<file path="config.mk">
export PLATFORM = sky130hd
export DESIGN_NAME = ssis_search
export DESIGN_NICKNAME = d
export VERILOG_FILES = /design/src/rtl/ssis_pkg.sv /design/src/rtl/ssis_search.sv
export SDC_FILE = /design/constraint.sdc
export NUM_CORES = 1
export LEC_CHECK = 0
export BUFFER_PORTS_ARGS = -buffer_cell sky130_fd_sc_hd__buf_2
export CORE_UTILIZATION = 59
export CTS_CLUSTER_SIZE = 14
export DETAILED_ROUTE_END_ITERATION = 12
export HOLD_SLACK_MARGIN = 0.05
export PLACE_DENSITY_LB_ADDON = 0.1
export SETUP_SLACK_MARGIN = 0.2
export SLEW_MARGIN = 30
export SYNTH_ARGS = -nofsm -noshare
export SYNTH_HDL_FRONTEND = slang
export SYNTH_SLANG_ARGS = --single-unit
</file>
<file path="constraint.sdc">
create_clock -name clk -period 7.08 [get_ports clk]
set_clock_uncertainty 0.05 [all_clocks]
set_input_delay 0.354 -clock clk [delete_from_list [all_inputs] [get_ports clk]]
set_output_delay 0.354 -clock clk [all_outputs]
set_load 0.05 [all_outputs]
</file>
<file path="src/rtl/ssis_pkg.sv">
// Shared constants and types for the sorted set intersection search core.
package ssis_pkg;

  localparam int SSIS_DEPTH = 1024;

  typedef enum logic [1:0] {
    REQ_CLEAR = 2'd0,
    REQ_LOAD  = 2'd1,
    REQ_QUERY = 2'd2
  } req_t;

  typedef struct packed {
    logic               go;
    logic signed [31:0] key;
  } srch_req_t;

  typedef struct packed {
    logic done;
    logic hit;
  } srch_rsp_t;

endpackage

</file>
<file path="src/rtl/ssis_search.sv">
// Search sequencer: exponential bound probe, then binary search, one table read per cycle.
module ssis_search import ssis_pkg::*; #(
  parameter int DEPTH = SSIS_DEPTH,
  localparam int AW = $clog2(DEPTH),
  localparam int CW = $clog2(DEPTH + 1)
) (
  input  logic               clk,
  input  logic               rst,
  input  srch_req_t          req,
  input  logic [CW-1:0]      count,
  output logic [AW-1:0]      rd_addr,
  input  logic signed [31:0] rd_data,
  output srch_rsp_t          rsp
);

  typedef enum logic [3:0] {
    S_IDLE  = 4'b0001,
    S_PROBE = 4'b0010,
    S_BIN   = 4'b0100,
    S_FINAL = 4'b1000
  } srch_state_t;

  srch_state_t        state, state_next;
  logic signed [31:0] key;
  logic [CW-1:0]      cnt, bound, bound_next;
  logic [CW-1:0]      lo, hi, mid;
  logic [CW-1:0]      lo_n, hi_n, span, mid_n, cnt_eff;
  logic [CW:0]        dbl;
  logic               lo_ok, resolve, le_key;

  assign le_key  = (rd_data <= key);
  assign cnt_eff = (state == S_IDLE) ? count : cnt;

  always_comb begin
    state_next = state;
    bound_next = bound;
    lo_n       = lo;
    hi_n       = hi;
    resolve    = 1'b0;
    rd_addr    = bound[AW-1:0];
    dbl        = {bound, 1'b0};
    unique case (state)
      S_IDLE: begin
        if (req.go) begin
          if (count > CW'(1)) begin
            bound_next = CW'(1);
            rd_addr    = AW'(1);
            state_next = S_PROBE;
          end else begin
            lo_n    = '0;
            hi_n    = count;
            resolve = 1'b1;
          end
        end
      end
      S_PROBE: begin
        if (le_key) begin
          if (dbl < {1'b0, cnt}) begin
            bound_next = dbl[CW-1:0];
            rd_addr    = dbl[AW-1:0];
          end else begin
            // The doubled bound ran past the fill level, so the count caps it.
            lo_n    = '0;
            hi_n    = cnt;
            resolve = 1'b1;
          end
        end else begin
          lo_n    = '0;
          hi_n    = bound;
          resolve = 1'b1;
        end
      end
      S_BIN: begin
        if (le_key) begin
          lo_n = mid;
        end else begin
          hi_n = mid;
        end
        resolve = 1'b1;
      end
      S_FINAL: begin
        state_next = S_IDLE;
      end
      default: begin
        state_next = S_IDLE;
      end
    endcase
    span  = hi_n - lo_n;
    mid_n = lo_n + (span >> 1);
    // Issue the next read in the same cycle the interval is narrowed.
    if (resolve) begin
      if (span > CW'(1)) begin
        rd_addr    = mid_n[AW-1:0];
        state_next = S_BIN;
      end else begin
        rd_addr    = lo_n[AW-1:0];
        state_next = S_FINAL;
      end
    end
  end

  always_ff @(posedge clk) begin
    if (rst) begin
      state <= S_IDLE;
    end else begin
      state <= state_next;
    end
  end

  always_ff @(posedge clk) begin
    if (state == S_IDLE && req.go) begin
      key <= req.key;
      cnt <= count;
    end
    bound <= bound_next;
    lo    <= lo_n;
    hi    <= hi_n;
    mid   <= mid_n;
    lo_ok <= (lo_n < cnt_eff);
  end

  assign rsp.done = (state == S_FINAL);
  assign rsp.hit  = lo_ok && (rd_data == key);

endmodule

</file>
==> flow_metrics.tcl <==
set metrics [dict create \
    synth.distinct_cells 75 \
    yosys.cell_count.top_type "inv_1" \
    synth_xor_area_share_pct 2.02 \
    antenna_found_initial 0 \
    cts_hold_buffers 0 \
    synth_top_flop_cell "edfxtp_1" \
    syn_inst 685 \
    worstMarginPinSlew_ns 0.809 \
    core_mm2 0.0105 \
    cp-end-kind "output pin" \
    grt_start_max_net_pins 45 \
    route.met2.wl_um 8700 \
    yosysWarnings 0 \
    dr_wl_met3_um 1260 \
    ant_nets 0 \
    rows 37 \
    synth_area_mm2 0.00643 \
    viasPerCell 6.20 \
    grt_remaining_overflow 0 \
    drt_iter0_markers 494 \
    die_w_um 106 \
    synth-adder-area-share_pct 14.4 \
    vias 5808 \
    report.final.slew_viol_count 0 \
    wirelength_um 17800 \
    rsz0062_at_grt "true" \
    syn_area_per_cell_um2 9.39 \
    initial_core_util_pct 61.5 \
    drc 0 \
    die-height_um 106 \
    antenna_cells 0 \
    fin_area_mm2 0.00754 \
    portBuffers 89 \
    finalSetupViolCount 0 \
    synthArstFlopShare_pct 0 \
    synth_top_cells_by_count "inv_1 (75), ha_1 (71), a21oi_1 (60)" \
    criticalPathCategory "flop to output pin" \
    wl_met1_um 7110 \
    track_usage_pct 31.7 \
    cap_violations 0 \
    relSlewSlack_pct 45.9 \
    die-area_mm2 0.0113 \
    cts-buffers-inserted 9 \
    hp-class "primary input to flop" \
    grt_pass1_wl_um 27500 \
    first_pass_iters 5 \
    synth_compound_area_share_pct 20.1 \
    clockRootBuffer "clkbuf_8" \
    yosys.area_share.simple_pct 16.2 \
    path_max_fanout 14 \
    yosys-top-cells-area "edfxtp_1 (25%), ha_1 (14%), dfxtp_1 (12%), a21oi_1 (4.7%), inv_1 (4.4%)" \
    synth_top_family_by_area "compound AO/OA/AOI/OAI gates" \
    synth-seq-cells 92 \
    synthMuxAreaShare_pct 4.36 \
    clock_sinks 92 \
    fillCellCount 809 \
    cts_max_level 3 \
    hpwlAfterDp_um 13400 \
    hold_viol_final 0 \
    syn2layout_area_growth_pct 17.2 \
    period_share_pct 93.7 \
    grt_pass1_vias 5496 \
    yosysSeqAreaShare_pct 37.0 \
    clock_latency_ns 0.38 \
    syn_nets 836 \
    avgRoutedWirePerCell_um 19.0 \
    io_pins 90 \
    clk_pin_slew_ns 0.10 \
    drive_above_1_share_pct 21.8 \
    nNetsFinal 947 \
    highest_layer "met4" \
    place_congestion 0.904 \
    cp-start-kind "flop" \
    status "finished, final reports clean" \
    placedInstanceArea_mm2 0.00706 \
    cts_tree "done" \
    layout_min_cycle_time_ns 6.64 \
    yosys.area.top_type "edfxtp_1" \
    yosysTopAreaCellShare_pct 25.2 \
    clock_path_buffers 2 \
    crit_required_ns 6.68 \
    fmax_mhz 151 \
    synth_edf_count 54 \
    critPathArrivalTime_ns 6.23 \
]
## critical path: stages, from the launching register on
cell and delay, ns:
edfxtp_1 0.33, inv_1 0.05, ha_1 0.31, nand4_1 0.19, nor3_2 0.30, a221oi_2 0.09
o21a_2 0.17, buf_12 0.14, a21oi_4 0.16, buf_12 0.14, nand2_8 0.08, nor2_2 0.31
a22oi_1 0.15, nand2_1 0.14, inv_1 0.08, fa_1 0.42, inv_1 0.09, a21oi_1 0.10
nor3_2 0.33, o31a_1 0.23, buf_4 0.13, o311ai_2 0.14, nor4_2 0.33, nand4bb_2 0.57
mux2i_1 0.29, o21ai_0 0.25, buf_2 0.32
## through the flow
stage	cells	hold slack (ns)	setup TNS (ns)	util (%)	setup slack (ns)
global route	937	0.0844	-0.0363	72.0	-0.0363
CTS	922	0.0827	0	70.1	0.209
detailed placement	905	0.482	0	67.5	0.0899
floorplan	685	0.380	0	-	0.237
global placement	905	0.481	0	67.5	0.491
finish	937	0.0887	0	72.0	0.444
## area by class of cell
class,instances,area (µm²),share of cell area [%]
Clock buffer,12,178,2.36
Clock inverter,4,51.3,0.681
Tap cell,136,170,2.26
Inverter,76,285,3.78
Multi-Input combinational cell,499,3780,50.1
Sequential cell,92,2380,31.6
Timing Repair Buffer,118,691,9.16
## routing by layer
metal  up-vias  GRT usage (%)
met2       264           55.5
li1       2761              -
met3        65           5.15
met1      2718           37.4
met4         0           16.1
met5         -              0
## final timing paths
check,from,endpoint,slack (ns),depth (start not counted)
worst max register to register,key[23],mid[10],1.27,28
worst max-delay path,key[23],rd_addr[1],0.44,26
worst min-delay path,req[8],key[8],0.09,1
worst min register to register,hi[5],hi[5],0.54,2
## cell families (layout without fill, tap and decap cells)
logic type	after synthesis	count (layout)
xor gates and xnor gates	14	14
buffers and inverters	95	210
DFF	92	92
muxes	27	27
and+or+nand+nor	189	190
AOI/OAI and AO/OA	195	195
adders and majority gates	73	73
## sequential cells by signal, indices dropped and copies added (netlist names)
name,flops
lo,11
lo_ok,1
mid,11
state,4
key,32
cnt,11
hi,11
bound,11
## layout by cell type, fill, tap and decap left out, types with 5 or more instances in the layout
| cell | synthesis | final |
|---|---|---|
| a21o_1 | 12 | 12 |
| nor2_1 | 25 | 24 |
| xnor2_1 | 8 | 8 |
| clkbuf_8 | 0 | 9 |
| ha_1 | 71 | 70 |
| edfxtp_1 | 54 | 54 |
| nand2b_1 | 10 | 10 |
| a21oi_1 | 60 | 60 |
| buf_2 | 4 | 88 |
| nand4_1 | 13 | 13 |
| a22oi_1 | 14 | 13 |
| mux2i_1 | 24 | 24 |
| o211ai_1 | 10 | 10 |
| and2_1 | 14 | 13 |
| nand2_1 | 47 | 47 |
| xor2_1 | 5 | 5 |
| nor2b_1 | 6 | 6 |
| dfxtp_1 | 38 | 38 |
| nor4_1 | 8 | 8 |
| a211oi_1 | 13 | 13 |
| nor3_1 | 10 | 8 |
| inv_1 | 75 | 73 |
| buf_4 | 0 | 28 |
| and3_1 | 8 | 7 |
| nand3_1 | 21 | 21 |
| o21ai_0 | 39 | 39 |
## timing repair
item,in CTS,in global routing
setup buffers,1,14
resized for setup,8,17
pin swaps,1,10
cloned,0,1
endpoints found under the setup margin,10,10
hold endpoints to repair,0,0
Power is left out: the tool's default activity adds up to more than one toggle a clock period on the data nets, which glitch-free logic cannot reach.
